<file path="src/cfc_pkg.sv">
// ----------------------------------------------------------------------------
// cfc_pkg
// shared types and constants of the command frame checker
// ----------------------------------------------------------------------------
package cfc_pkg;

  localparam int unsigned FRAME_CELLS = 7;

  localparam logic [7:0] FRAME_HEAD     = 8'hAA;
  localparam logic [7:0] FRAME_TAIL     = 8'h55;
  localparam logic [8:0] PAIR_SUM       = 9'h0FF;
  localparam logic [7:0] SLOT_MAX       = 8'h3C;
  localparam logic [7:0] CMD_TEMP_CODE  = 8'hDC;
  localparam logic [7:0] CMD_SET_TEMP   = 8'hCF;
  localparam logic [7:0] CMD_DEFROST    = 8'hD1;
  localparam logic [7:0] CMD_WORK       = 8'hD2;
  localparam logic [7:0] CMD_REST       = 8'hD3;
  localparam logic [7:0] CMD_LED        = 8'hDD;
  localparam logic [7:0] SETPOINT_RESET = 8'd20;
  localparam logic [2:0] LAST_INDEX     = 3'd7;

  typedef enum logic [3:0] {
    ST_BAD       = 4'd0,
    ST_SLOT      = 4'd1,
    ST_TEMP_CODE = 4'd2,
    ST_SET_TEMP  = 4'd3,
    ST_DEFROST   = 4'd4,
    ST_WORK      = 4'd5,
    ST_REST      = 4'd6,
    ST_LED       = 4'd7,
    ST_UNKNOWN   = 4'd8
  } status_e;

  typedef enum logic [1:0] {
    ACT_NONE = 2'd0,
    ACT_ON   = 2'd1,
    ACT_OFF  = 2'd2
  } action_e;

  typedef struct packed {
    logic take;
    logic frame_end;
  } ctl_t;

  typedef logic [FRAME_CELLS-1:0][7:0] cells_t;

endpackage

</file>
<file path="src/cfc_if.sv">
// ----------------------------------------------------------------------------
// cfc_if
// byte request and result channels of the command frame checker
// ----------------------------------------------------------------------------
interface cfc_byte_if;
  logic       valid;
  logic       ready;
  logic [7:0] rx_byte;

  modport source (output valid, output rx_byte, input ready);
  modport sink   (input valid, input rx_byte, output ready);
endinterface

interface cfc_result_if;
  logic       valid;
  logic       ready;
  logic [3:0] status;
  logic [7:0] value;
  logic       value_nonzero;
  logic [7:0] setpoint;
  logic [1:0] cooler_action;

  modport source (
    output valid, output status, output value, output value_nonzero,
    output setpoint, output cooler_action, input ready
  );
  modport sink (
    input valid, input status, input value, input value_nonzero,
    input setpoint, input cooler_action, output ready
  );
endinterface

</file>
<file path="src/command_frame_checker_unit.sv">
// a result appears in the cycle after the request carrying the eighth byte
// throughput: one byte request per cycle while the result side keeps up
// a waiting result holds off new bytes only when the result side stalls
// the byte position is a 3-bit counter; bytes 0..6 sit in a chain of seven cells
// reset: asynchronous active low; count cleared, no result pending, setpoint 20
// ----------------------------------------------------------------------------
// command_frame_checker_unit
// collects 8-byte command frames, checks them and reports one result per frame
// ----------------------------------------------------------------------------
module command_frame_checker_unit (
  input  logic   clk_i,
  input  logic   rst_ni,
  cfc_byte_if.sink     rx_i,
  cfc_result_if.source res_o
);
  import cfc_pkg::*;

  logic [2:0]     idx_q, idx_d;
  ctl_t           ctl;
  cells_t         cells;
  logic           res_valid;
  status_e        status;
  action_e        action;

  assign rx_i.ready    = !res_valid || res_o.ready;
  assign ctl.take      = rx_i.valid && rx_i.ready;
  assign ctl.frame_end = (idx_q == LAST_INDEX);

  always_comb begin
    idx_d = idx_q;
    if (ctl.take) begin
      idx_d = idx_q + 3'd1;
    end
  end

  always_ff @(posedge clk_i or negedge rst_ni) begin
    if (!rst_ni) begin
      idx_q <= 3'd0;
    end else begin
      idx_q <= idx_d;
    end
  end

  for (genvar k = 0; k < FRAME_CELLS; k++) begin : g_cell
    if (k == 0) begin : g_head
      cfc_cell u_cell (
        .clk_i   (clk_i),
        .shift_i (ctl.take),
        .d_i     (rx_i.rx_byte),
        .q_o     (cells[k])
      );
    end else begin : g_body
      cfc_cell u_cell (
        .clk_i   (clk_i),
        .shift_i (ctl.take),
        .d_i     (cells[k-1]),
        .q_o     (cells[k])
      );
    end
  end

  cfc_classifier u_classifier (
    .clk_i           (clk_i),
    .rst_ni          (rst_ni),
    .ctl_i           (ctl),
    .cells_i         (cells),
    .last_byte_i     (rx_i.rx_byte),
    .res_ready_i     (res_o.ready),
    .res_valid_o     (res_valid),
    .status_o        (status),
    .value_o         (res_o.value),
    .value_nonzero_o (res_o.value_nonzero),
    .setpoint_o      (res_o.setpoint),
    .action_o        (action)
  );

  assign res_o.valid         = res_valid;
  assign res_o.status        = status;
  assign res_o.cooler_action = action;

  a_result_after_eighth: assert property (@(posedge clk_i) disable iff (!rst_ni)
    $rose(res_valid) |-> $past(ctl.take) && ($past(idx_q) == LAST_INDEX) && (idx_q == 3'd0))
    else $error("result raised without a completed frame");

  a_count_advances: assert property (@(posedge clk_i) disable iff (!rst_ni)
    ctl.take |=> (idx_q == $past(idx_q) + 3'd1))
    else $error("byte position did not advance on a request");

  a_count_holds: assert property (@(posedge clk_i) disable iff (!rst_ni)
    !ctl.take |=> $stable(idx_q))
    else $error("byte position moved without a request");

endmodule

</file>
<file path="src/cfc_cell.sv">
// ----------------------------------------------------------------------------
// cfc_cell
// one byte cell of the frame shift chain
// ----------------------------------------------------------------------------
module cfc_cell (
  input  logic       clk_i,
  input  logic       shift_i,
  input  logic [7:0] d_i,
  output logic [7:0] q_o
);

  logic [7:0] byte_q;

  always_ff @(posedge clk_i) begin
    if (shift_i) begin
      byte_q <= d_i;
    end
  end

  assign q_o = byte_q;

endmodule

</file>
<file path="src/cfc_classifier.sv">
// ----------------------------------------------------------------------------
// cfc_classifier
// frame check, command decode, setpoint register and result register
// ----------------------------------------------------------------------------
module cfc_classifier (
  input  logic                clk_i,
  input  logic                rst_ni,
  input  cfc_pkg::ctl_t       ctl_i,
  input  cfc_pkg::cells_t     cells_i,
  input  logic [7:0]          last_byte_i,
  input  logic                res_ready_i,
  output logic                res_valid_o,
  output cfc_pkg::status_e    status_o,
  output logic [7:0]          value_o,
  output logic                value_nonzero_o,
  output logic [7:0]          setpoint_o,
  output cfc_pkg::action_e    action_o
);
  import cfc_pkg::*;

  logic       valid_q;
  status_e    status_q, status_d;
  logic [7:0] value_q, value_d;
  logic       nonzero_q;
  logic [7:0] setpoint_q, setpoint_d;
  action_e    action_q, action_d;
  logic       frame_ok;
  logic [7:0] cmd, arg;
  logic       fire;

  // oldest byte sits in the far end of the chain
  assign cmd  = cells_i[3];
  assign arg  = cells_i[1];
  assign fire = ctl_i.take && ctl_i.frame_end;

  assign frame_ok = (cells_i[6] == FRAME_HEAD) && (last_byte_i == FRAME_TAIL)
    && (({1'b0, cells_i[5]} + {1'b0, cells_i[4]}) == PAIR_SUM)
    && (({1'b0, cells_i[3]} + {1'b0, cells_i[2]}) == PAIR_SUM)
    && (({1'b0, cells_i[1]} + {1'b0, cells_i[0]}) == PAIR_SUM);

  always_comb begin
    status_d   = ST_BAD;
    value_d    = 8'd0;
    action_d   = ACT_NONE;
    setpoint_d = setpoint_q;
    if (frame_ok) begin
      value_d = arg;
      if ((cmd != 8'd0) && (cmd <= SLOT_MAX)) begin
        status_d = ST_SLOT;
        value_d  = cmd;
      end else if (cmd == CMD_TEMP_CODE) begin
        status_d = ST_TEMP_CODE;
      end else if (cmd == CMD_SET_TEMP) begin
        status_d   = ST_SET_TEMP;
        setpoint_d = arg;
        if (arg < setpoint_q) begin
          action_d = ACT_ON;
        end else if (arg > setpoint_q) begin
          action_d = ACT_OFF;
        end
      end else if (cmd == CMD_DEFROST) begin
        status_d = ST_DEFROST;
      end else if (cmd == CMD_WORK) begin
        status_d = ST_WORK;
      end else if (cmd == CMD_REST) begin
        status_d = ST_REST;
      end else if (cmd == CMD_LED) begin
        status_d = ST_LED;
      end else begin
        status_d = ST_UNKNOWN;
      end
    end
  end

  always_ff @(posedge clk_i or negedge rst_ni) begin
    if (!rst_ni) begin
      valid_q    <= 1'b0;
      setpoint_q <= SETPOINT_RESET;
    end else begin
      if (fire) begin
        valid_q    <= 1'b1;
        setpoint_q <= setpoint_d;
      end else if (res_ready_i) begin
        valid_q <= 1'b0;
      end
    end
  end

  always_ff @(posedge clk_i) begin
    if (fire) begin
      status_q  <= status_d;
      value_q   <= value_d;
      nonzero_q <= (value_d != 8'd0);
      action_q  <= action_d;
    end
  end

  assign res_valid_o     = valid_q;
  assign status_o        = status_q;
  assign value_o         = value_q;
  assign value_nonzero_o = nonzero_q;
  assign setpoint_o      = setpoint_q;
  assign action_o        = action_q;

  a_bad_frame_clean: assert property (@(posedge clk_i) disable iff (!rst_ni)
    valid_q && (status_q == ST_BAD) |-> (value_q == 8'd0) && (action_q == ACT_NONE))
    else $error("bad frame result carries data");

  a_action_only_set: assert property (@(posedge clk_i) disable iff (!rst_ni)
    valid_q && (action_q != ACT_NONE) |-> (status_q == ST_SET_TEMP))
    else $error("cooler action without set temperature");

  a_setpoint_on_fire: assert property (@(posedge clk_i) disable iff (!rst_ni)
    !$stable(setpoint_q) |-> $past(fire) && (status_q == ST_SET_TEMP))
    else $error("setpoint moved outside a set temperature frame");

  a_nonzero_match: assert property (@(posedge clk_i) disable iff (!rst_ni)
    valid_q |-> (nonzero_q == (value_q != 8'd0)))
    else $error("value_nonzero disagrees with value");

endmodule
</file>
<file path="src/flat_wrapper.sv">
// flat-port wrapper written by rule: the top's interface ports become plain ports
module command_frame_checker_unit_flat import cfc_pkg::*;
  (clk_i, rst_ni, rx_i_valid, rx_i_rx_byte, rx_i_ready, res_o_valid, res_o_status, res_o_value, res_o_value_nonzero, res_o_setpoint, res_o_cooler_action, res_o_ready);
  cfc_byte_if rx_i_i ();
  cfc_result_if res_o_i ();
  input  logic clk_i;
  input  logic rst_ni;
  input wire logic [$bits(rx_i_i.valid)-1:0] rx_i_valid;
  input wire logic [$bits(rx_i_i.rx_byte)-1:0] rx_i_rx_byte;
  output wire logic [$bits(rx_i_i.ready)-1:0] rx_i_ready;
  output wire logic [$bits(res_o_i.valid)-1:0] res_o_valid;
  output wire logic [$bits(res_o_i.status)-1:0] res_o_status;
  output wire logic [$bits(res_o_i.value)-1:0] res_o_value;
  output wire logic [$bits(res_o_i.value_nonzero)-1:0] res_o_value_nonzero;
  output wire logic [$bits(res_o_i.setpoint)-1:0] res_o_setpoint;
  output wire logic [$bits(res_o_i.cooler_action)-1:0] res_o_cooler_action;
  input wire logic [$bits(res_o_i.ready)-1:0] res_o_ready;
  assign rx_i_i.valid = rx_i_valid;
  assign rx_i_i.rx_byte = rx_i_rx_byte;
  assign rx_i_ready = rx_i_i.ready;
  assign res_o_valid = res_o_i.valid;
  assign res_o_status = res_o_i.status;
  assign res_o_value = res_o_i.value;
  assign res_o_value_nonzero = res_o_i.value_nonzero;
  assign res_o_setpoint = res_o_i.setpoint;
  assign res_o_cooler_action = res_o_i.cooler_action;
  assign res_o_i.ready = res_o_ready;
  command_frame_checker_unit u_core (.clk_i(clk_i), .rst_ni(rst_ni), .rx_i(rx_i_i), .res_o(res_o_i));
endmodule
</file>
<file path="config.mk">
export PLATFORM = sky130hd
export DESIGN_NAME = command_frame_checker_unit_flat
export DESIGN_NICKNAME = d
export VERILOG_FILES = /design/src/cfc_pkg.sv /design/src/cfc_if.sv /design/src/command_frame_checker_unit.sv /design/src/cfc_cell.sv /design/src/cfc_classifier.sv /design/src/flat_wrapper.sv
export SDC_FILE = /design/constraint.sdc
export NUM_CORES = 1
export LEC_CHECK = 0
export ABC_CLOCK_PERIOD_IN_PS = 3700
export BUFFER_PORTS_ARGS = -buffer_cell sky130_fd_sc_hd__buf_2
export CAP_MARGIN = 10
export CELL_PAD_IN_SITES_DETAIL_PLACEMENT = 0
export CELL_PAD_IN_SITES_GLOBAL_PLACEMENT = 1
export CORE_MARGIN = 2
export CORE_UTILIZATION = 49
export DETAILED_ROUTE_END_ITERATION = 10
export HOLD_SLACK_MARGIN = 0.06
export PLACE_DENSITY_LB_ADDON = 0.1
export SYNTH_ARGS = -nofsm -noshare
export SYNTH_HDL_FRONTEND = slang
export SYNTH_SLANG_ARGS = --single-unit
</file>
<file path="constraint.sdc">
create_clock -name clk_i -period 3.7 [get_ports clk_i]
set_clock_uncertainty 0.2 [all_clocks]
set_input_delay 0.37 -clock clk_i [delete_from_list [all_inputs] [get_ports clk_i]]
set_output_delay 0.37 -clock clk_i [all_outputs]
set_load 0.005 [all_outputs]
</file>
Yosys cells after proc, flatten, opt, wreduce, memory -nomap -nowiden
Cells that the tools add are included.
{ "word_totals": {"reg_bits": 83, "latchBits": 0, "mem_bits_rw": 0, "romBits": 0, "input_bits": 12, "out_inout_bits": 25, "word_cells": 72, "n_memories": 0} }
{ "op_classes": {"addsub": 4, "multipliers": 0, "div_mod_pow": 0, "order_cmp": 3, "eq_ne": 12, "n_shift": 0, "n_mux": 13, "bitwise": 4, "n_reduce_logical": 18} }
{ "ops": {"columns": ["operator", "n"], "rows": [
  ["== test 8 bit (second input constant)", 7],
  ["adder 8 x 8 -> 9 bit", 3],
  ["== test 9 x 8 -> 1 bit (second input constant)", 3],
  ["two-way mux 8 bit", 2],
  ["nonzero test 8 bit", 2],
  ["two-way mux 3 bit", 3],
  ["== test 8 x 7 -> 1 bit (second input constant)", 1],
  ["> comparator 8 bit", 1],
  ["less-or-equal comparator 8 x 6 -> 1 bit (second input constant)", 1],
  ["< comparator 8 bit", 1],
  ["OR reduction 4 bit", 2],
  ["logical AND 1 bit", 7],
  ["OR reduction 7 bit", 1],
  ["two-way mux 2 bit", 3],
  ["AND reduction 5 bit", 1],
  ["OR reduction 5 bit", 1],
  ["two-way mux 1 bit", 4],
  ["two-way mux 4 bit", 1],
  ["inverter 1 bit", 4],
  ["adder 3 x 1 -> 3 bit (second input constant)", 1],
  ["== test 3 bit (second input constant)", 1],
  ["nonzero test 2 bit", 1],
  ["OR reduction 2 bit", 1],
  ["zero test 1 bit", 1],
  ["logical OR 1 bit", 1]
]} }

Depth between registers and ports, before layout
Gate-level depths: netlist (run 1).
{ "depth": {"depth_word": 8, "mapped_depth": 11, "mapped_depth_nobuf": 10} }

By module
A second synthesis (run 1) with hierarchy kept.
{ "unflattened": {"hier_cells": 323, "hier_area_um2": 4294.1} }
{ "modules_own_cells": {"columns": ["mod", "instances", "cells_each", "area_per_inst_um2", "seq_area_each_um2"], "rows": [
  ["cfc_classifier", 1, 256, 2444.8, 678.2],
  ["cfc_cell", 7, 8, 240.2, 240.2],
  ["command_frame_checker_unit", 1, 11, 167.7, 75.1]
]} }

Least setup slack after synthesis (run 1)
Ideal clock, no wire load.
{ "synth_timing": {"path_kind": "input-to-reg", "start": "input port res_o_ready", "end": "register u_core.u_classifier.setpoint_q[0], in the netlist u_core.u_classifier.setpoint_o[0]", "setup_ns": 0.125, "t_arrival_ns": 2.755, "required_ns": 3.375, "setup_slack_ns": 0.621, "stages": 7, "n_path_buf": 0, "cell_sequence": "nand2b_1 nand2_1 inv_1 nand2_1 nor3_1 nand3_2 mux2_2"} }
{ "synth_via": {"elab_chain_len": 4} }
{ "synth_lines": {"columns": ["element", "line_no", "source"], "rows": [
  ["start, declared", "flat_wrapper.sv:17", "input wire logic [$bits(res_o_i.ready)-1:0] res_o_ready;"],
  ["logical OR 1 bit", "command_frame_checker_unit.sv:25", "assign rx_i.ready = !res_valid || res_o.ready;"],
  ["logical AND 1 bit", "command_frame_checker_unit.sv:26", "assign ctl.take = rx_i.valid && rx_i.ready;"],
  ["named net u_core.g_cell[0].g_head.u_cell.shift_i", "cfc_cell.sv:7", "input logic shift_i,"],
  ["logical AND 1 bit", "cfc_classifier.sv:34", "assign fire = ctl_i.take && ctl_i.frame_end;"],
  ["AND reduction 5 bit (no source line)", null, null],
  ["end signal, assigned", "cfc_classifier.sv:82", "setpoint_q <= setpoint_d;"],
  ["end, declared", "cfc_classifier.sv:25", "logic [7:0] setpoint_q, setpoint_d;"]
]} }
The timed path passes the listed nets, and every way through them passes these cells.
A chain may end at the register's enable or synchronous reset.

Worst setup path in the final report (run 1)
{ "layout_timing": {"start": "register u_core.g_cell[3].g_body.u_cell.byte_q[0]", "end": "register u_core.u_classifier.action_q[1], in the netlist u_core.u_classifier.action_o[1] (data pin)"} }
{ "layout_via": {"elab_chain_len": 6, "word_cells_on_any_way": 12, "classes_between": "add/sub (1); order compare (1); eq/ne (3); bitwise (2); reduce/logical (5)"} }
{ "layout_lines": {"columns": ["element", "line_no", "source"], "rows": [
  ["start, declared", "cfc_cell.sv:12", "logic [7:0] byte_q;"],
  ["start signal, assigned", "cfc_cell.sv:16", "byte_q <= d_i;"],
  ["adder 8 x 8 -> 9 bit", "cfc_classifier.sv:38", "&& (({1'b0, cells_i[3]} + {1'b0, cells_i[2]}) == PAIR_SUM)"],
  ["== test 9 x 8 -> 1 bit", "cfc_classifier.sv:38", null],
  ["logical AND 1 bit", "cfc_classifier.sv:38", null],
  ["logical AND 1 bit", "cfc_classifier.sv:39", "&& (({1'b0, cells_i[1]} + {1'b0, cells_i[0]}) == PAIR_SUM);"],
  ["inverter 1 bit (no source line)", null, null],
  ["OR reduction 5 bit (no source line) *", null, null],
  ["end signal, assigned", "cfc_classifier.sv:94", "action_q <= action_d;"],
  ["end, declared", "cfc_classifier.sv:26", "action_e action_q, action_d;"]
]} }
Mark *: on every way between the ends. The rest lies on a longest branch, timed or not.

==> run metrics, run 1 <==
Synthesized Nets 377; Synth cell types 43; CTS tree yes; Setup WS pre-CTS 0.3208 ns; Synth area leader edfxtp_1; Yosys reg bits 83; hold path cells 3; GRT overflow 0; antenna violations before repair 0; Least-Margin Pin Slew 0.7231 ns; Min-Delay Path Class input pin to flop; Gate Count Post-Synth 328; Peak supply drop 0.0002812 V; Yosys Warn Count 0; Worst setup EP type flop; post-synth top area share 50.74%; die outline area 9332 um^2; first-pass GRT wire length 14.34 mm; RD Place Congestion 0.9387; RSZ-0062 raised after global routing no; IO buf count 36; Reg clk slew, reported paths 0.08 ns; # diodes 0; routed wire length 8.969 mm; R2R depth 10; Power Dens Cells 533.2 nW/um^2; core area 8258 um^2; Skew-Pair Late Insertion Delay 0.36 ns; CTS H-tree depth 3; largest net degree at the start of global routing 57; Die Span X 96.60 um; postcts setup bufs 0; detailed-route wire length per cell 18.08 um; Final nets 435; crit path max fanout 15; FP Rows 33; Arr. time, crit path 3.25 ns; Root Driver clkbuf_8; CTS Buffer Depth 2; vias in the first global route 2784; DP Area 4539 um^2; Cell Area, Synth 4202 um^2; initial DRC count 141; Routed Antenna Nets 0; outcome finished, final reports clean; P_leak 1.945 nW; CP required 3.67 ns; Final Cell Area 4857 um^2; global-route usage over all layers 19.96%; DRT Pass-1 Iters 5; cell with the most instances after synthesis edfxtp_1; fin crit share 88.69%; TNS Setup 0 ns; post-synthesis sequential area ratio 57.95%; Die H 96.60 um; critical path launch point type flop; clock sinks 83; Ports 37; Setup CP Type flop to flop; synth cell count leaders edfxtp_1, ha_1, inv_1, nor2_1, nand2_1; top cells by area, synth edfxtp_1, ha_1, dfrtp_1; Num CTS Buffers 9; final setup vio count 0; timing-limited maximum frequency 0.3047 GHz; Layout area overhead 15.60%; Fill cells 702; DR vias 2822; Via density 5.690; post-DP HPWL 6.497 mm; Avg Inst Size Synth 12.81 um^2; initial core utilization 50.88%; Hold Vio Cnt, Final 0; setup slack after layout 0.4184 ns; fin. max-slew vios 0; EDFF count, synth 71; Synth Flop Type edfxtp_1; async set-reset flop share out of synthesis 14.46%; minimum clock period 3.282 ns; MaxCap Viol Count 0; Rel. slew slack 51.80%; layout cell share with drive strength beyond 1 20.46%; DRC Markers 0
## worst max-delay path, stage by stage, from the launching register on
cell      delay (ns)
edfxtp_1        0.42
ha_1            0.21
inv_1           0.07
fa_1            0.43
nor4b_1         0.37
nand4b_1        0.20
nor4_2          0.22
nand4_1         0.16
nor3_2          0.28
nand3_4         0.22
nor4_1          0.33
## sequential cells by signal, indices dropped and copies added, names as in the netlist
signal and count:
u_core.g_cell.g_body.u_cell.q_o 48, u_core.g_cell.g_head.u_cell.q_o 8, u_core.idx_q 3, u_core.u_classifier.action_o 2
u_core.u_classifier.res_valid_o 1, u_core.u_classifier.setpoint_o 8, u_core.u_classifier.status_o 4, u_core.u_classifier.value_nonzero_o 1
u_core.u_classifier.value_o 8
## final timing paths
path	start	to	slack, ns
worst max-delay path	u_core.g_cell[3].g_body.u_cell.q_o[0]$_DFFE_PP_	u_core.u_classifier.action_o[1]$_SDFFCE_PP0P_	0.42
worst min-delay path	res_o_ready	u_core.u_classifier.res_valid_o$_DFFE_PN0P_	0.11
worst max register to register	u_core.g_cell[3].g_body.u_cell.q_o[0]$_DFFE_PP_	u_core.u_classifier.action_o[1]$_SDFFCE_PP0P_	0.42
worst min register to register	u_core.g_cell[5].g_body.u_cell.q_o[6]$_DFFE_PP_	u_core.g_cell[6].g_body.u_cell.q_o[6]$_DFFE_PP_	0.26
max in group asynchronous	rst_ni	u_core.u_classifier.setpoint_o[4]$_DFFE_PN1P_	2.80
min in group asynchronous	rst_ni	u_core.u_classifier.setpoint_o[3]$_DFFE_PN0P_	0.22
## cells by family (layout without fill, tap and decap cells)
family                     after synthesis  count (layout)  synth area share (%)
adders and majority gates               37              37                 11.55
xor gates and xnor gates                 8               8                 1.667
AOI/OAI and AO/OA                       53              53                 7.981
buffers and inverters                   31              94                 2.948
and+or+nand+nor                         98              98                 13.28
DFF                                     83              83                 57.95
muxes                                   18              18                 4.616
## layer usage
metal | share of wire [%] | track usage, % | wire (um)
met5 | 0 | 0 | 0
met4 | 2.2 | 8.559 | 193
met3 | 4.7 | 3.613 | 419
met2 | 46 | 30.56 | 4133
met1 | 47 | 28.11 | 4222
## timing repair
| action | CTS | global route |
|---|---|---|
| gates resized for setup | 0 | 3 |
| endpoints found under the hold margin | 20 | 0 |
| hold buffers | 9 | 0 |
| endpoints found under the setup margin | 0 | 4 |
## stage by stage
step	util (%)	hold slack (ns)	instances	total power, mW
6_report	58.82	0.1085	496	2.590
3_3_place_gp	54.97	0.06449	471	1.880
4_1_cts	58.59	0.09192	496	2.601
5_1_grt	58.82	0.1273	496	2.730
2_1_floorplan	-	-0.1256	328	1.688
3_5_place_dp	54.97	0.06416	471	1.896
## area by class of cell
type / instances / area (um^2) / area share (%)
clock buffer: 11 / 131.4 / 2.705
inverter: 26 / 97.59 / 2.009
sequential: 83 / 2435 / 50.13
clock inverter: 5 / 77.57 / 1.597
tap: 105 / 131.4 / 2.705
multi-input combinational: 214 / 1662 / 34.21
timing repair buffer: 52 / 322.8 / 6.646
## power breakdown
part	switching (mW)	total (mW)	internal [mW]	leakage [nW]
combinational	0.362	0.628	0.266	1.03
sequential	0.0832	1.26	1.18	0.812
clock	0.319	0.697	0.378	0.103
## cells in the final DEF, fill, tap and decap left out, types with 4 or more instances in the layout
master,Yosys,routed
ha_1,34,34
nor2_1,22,22
buf_2,0,36
nand2_1,19,19
a22o_1,4,4
xnor2_1,4,4
nand2b_1,6,6
a21o_1,10,10
inv_1,26,25
edfxtp_1,71,71
mux2_2,11,11
clkbuf_8,0,9
a21oi_1,14,14
xor2_1,4,4
dfrtp_1,10,10
nor4b_1,4,4
dlygate4sd3_1,0,9
nor3_1,7,6
o21ai_0,13,13
nand4_1,8,8
nor4_2,3,4
nor4_1,8,7
buf_4,0,7
mux2i_1,7,7
No activity file was read; power rests on OpenSTA's default activity.
==> inputs of run 2 (changes only) <==
Settings changed: SYNTH_HIERARCHICAL from default to 1.
==> run metrics, run 2 <==
slowest stage delay, CP 0.42 ns (about the same); Die Span X 97.62 um (+1.1%); initial core utilization 49.97% (-0.91 points); DRT Pass-1 Iters 4 (-1); Setup CP Type flop to flop; post-synth top area share 49.65% (-1.1 points); Rel. slew slack 52.00% (+0.21 points); Crit-path slowest cell nor4b_4; core area 8593 um^2 (+4.1%); Arr. time, crit path 3.40 ns (+0.15 ns); M1 wire length 4.339 mm (+2.8%); RSZ-0062 raised after global routing no; Reg-to-Reg Start u_core/g_cell[0].g_head.u_cell/q_o[0]$_DFFE_PP_; Yosys reg bits 83 (unchanged); crit-path cells ha_1 > inv_1 > fa_1 > nor4b_1 > nand4_1 > nor3_1 > o2111ai_1 > nor4b_4 > nand3_2 > a2111oi_2; Reg clk slew, reported paths 0.08 ns (about the same); EDFF count, synth 71 (unchanged); final setup vio count 0 (unchanged); CTS Hold Buffers Added 10 (+1); DRC Markers 0 (unchanged); fin crit share 93.34% (+4.6 points); setup slack after layout 0.2463 ns (-0.1720 ns); IO buf count 36 (unchanged); timing-limited maximum frequency 0.2895 GHz (-5.0%); initial DRC count 133 (-5.7%); Least-Margin Pin Slew 0.7200 ns (-0.003113 ns); Layout area overhead 16.05%; Design Power 2.552 mW (-1.5%); crit path max fanout 15 (unchanged); CP required 3.64 ns (-0.03 ns); Skew-Pair Late Insertion Delay 0.34 ns (-0.02 ns); Hold Path Origin rx_i_valid; Peak supply drop 0.0003008 V (+7.0%); CTS resizes 0 (unchanged); Synth Flop Type edfxtp_1; clock sinks 83 (unchanged); critical path's top delay family simple AND/OR/NAND/NOR gates; placed cells 474 (+0.64%); Routed Antenna Nets 0 (unchanged); CTS tree yes; first-pass GRT wire length 14.51 mm (+1.2%); TNS Setup 0 ns (unchanged); antenna violations before repair 0 (unchanged); fin. max-slew vios 0 (unchanged); Via density 5.488 (-3.5%); minimum clock period 3.454 ns (+0.1720 ns); post-synthesis sequential area ratio 56.70% (-1.2 points); WP buf/inv 1 (unchanged); largest net degree at the start of global routing 57 (unchanged); wire length on met2 4.175 mm (+1.0%); MaxCap Viol Count 0 (unchanged); die outline area 9529 um^2 (+2.1%); detailed-route wire length per cell 17.93 um (-0.82%); # diodes 0 (unchanged); postcts setup bufs 0 (unchanged); DR vias 2744 (-2.8%); Synth area leader edfxtp_1; Max Used Layer met4; Num CTS Buffers 9 (unchanged); P_leak 2.064 nW (+6.1%); Synth cell types 56 (+30%); most common cell after layout, fill and taps aside edfxtp_1; CTS Buffer Depth 2 (unchanged); Largest register FFs 48 (unchanged); async set-reset flop share out of synthesis 14.46% (unchanged); post-route insts no fill 500 (+0.81%); critical path launch point type flop; Root Driver clkbuf_8; GRT overflow 0 (unchanged); Yosys Warn Count 6 (+6); cell with the most instances after synthesis edfxtp_1; vias in the first global route 2777 (-0.25%); Worst setup EP type flop; layout cell share with drive strength beyond 1 22.19% (+1.7 points); routed wire length 8.967 mm (about the same); Min-Delay Path Class input pin to flop; crit path from u_core/g_cell[0].g_head.u_cell/q_o[0]$_DFFE_PP_; Gate Count Post-Synth 323 (-1.5%); Setup WS pre-CTS 0.2437 ns (-0.07718 ns); Hold Vio Cnt, Final 0 (unchanged); WL met3 309 um (-26%); Cell Area, Synth 4294 um^2 (+2.2%); synth cell count leaders edfxtp_1, ha_1, inv_1, nor2_1, o21ai_0; RD Place Congestion 0.8083 (-14%); CTS H-tree depth 3 (unchanged); Ports 37 (unchanged); Final Util 57.99% (-0.82 points); outcome finished, final reports clean; Synthesized Nets 372 (-1.3%); post-DP HPWL 6.491 mm (about the same); global-route usage over all layers 19.78% (-0.18 points); Final nets 436 (+0.23%); top cells by area, synth edfxtp_1, ha_1, dfrtp_1; FP Rows 34 (+3.0%); Power Dens Cells 512.0 nW/um^2 (-4.0%); commonest cells after routing, fill and taps aside edfxtp_1, buf_2, ha_1, inv_1, nor2_1; Die H 97.62 um (+1.1%); Avg Inst Size Synth 13.29 um^2 (+3.8%)
run 2: cell count changes after synthesis, sizes merged, moves of 3 or more:
cell / before / now
and2: 0 / 5
a22o: 4 / 1
nand2: 19 / 11
nor4: 11 / 6
o21a: 0 / 3
a21o: 10 / 6
a21oi: 14 / 11
xnor2: 4 / 7
nor3: 7 / 10
run 2: per-stage QoR:
| step | instance area [um^2] | hold WS (ns) |
|---|---|---|
| 3_5_place_dp | 4684 | 0.05928 |
| 5_1_grt | 4984 | 0.1228 |
| 3_3_place_gp | 4684 | 0.05599 |
| 6_report | 4984 | 0.1196 |
| 4_1_cts | 4984 | 0.1042 |
| 2_1_floorplan | 4294 | -0.1256 |
run 2: final timing paths:
kind,endpoint,slack [ns],cells past startpoint
worst max-delay path,u_core/u_classifier/status_o[1]$_SDFFCE_PP0P_,0.25,10
worst min-delay path,u_core/idx_q[0]$_DFFE_PN0P_,0.12,3
worst max register to register,u_core/u_classifier/status_o[1]$_SDFFCE_PP0P_,0.25,10
worst min register to register,u_core/g_cell[5].g_body.u_cell/q_o[2]$_DFFE_PP_,0.27,0
max in group asynchronous,u_core/u_classifier/setpoint_o[2]$_DFFE_PN1P_,2.76,2
min in group asynchronous,u_core/u_classifier/setpoint_o[1]$_DFFE_PN0P_,0.27,2
run 2: cell type report:
cell class / instances / area, um^2
Clock inverter: 2 / 15.01
Timing Repair Buffer: 58 / 370.4
Fill cell: 697 / 3610
Multi-Input combinational cell: 210 / 1750
Tap cell: 108 / 135.1
Inverter: 25 / 93.84
Clock buffer: 14 / 183.9
Sequential cell: 83 / 2435
run 2: metal layers:
metal,GRT usage [%],vias up
met5,0,-
met4,7.158,0
met3,2.878,10
met2,30.72,63
met1,28.52,1328
li1,-,1343
run 2: worst register-to-register path, stage by stage (launching register included):
cell,delay (ns)
edfxtp_1,0.40
ha_1,0.23
inv_1,0.07
fa_1,0.40
nor4b_1,0.28
nand4_1,0.13
nor3_1,0.19
o2111ai_1,0.19
nor4b_4,0.42
nand3_2,0.35
a2111oi_2,0.40
run 2: cells by family after synthesis:
group,Yosys count,synth area share (%)
AOI/OAI and AO/OA,55,9.120
xor gates and xnor gates,10,2.040
buffers and inverters,30,2.651
muxes,18,5.245
DFF,83,56.70
adders and majority gates,37,11.31
and+or+nand+nor,90,12.94
run 2: where the power goes:
group | internal (mW) | leakage (nW) | switching (mW)
logic | 0.295 | 1.11 | 0.386
registers | 1.16 | 0.855 | 0.0702
clock network | 0.324 | 0.102 | 0.315
total | 1.78 | 2.06 | 0.771
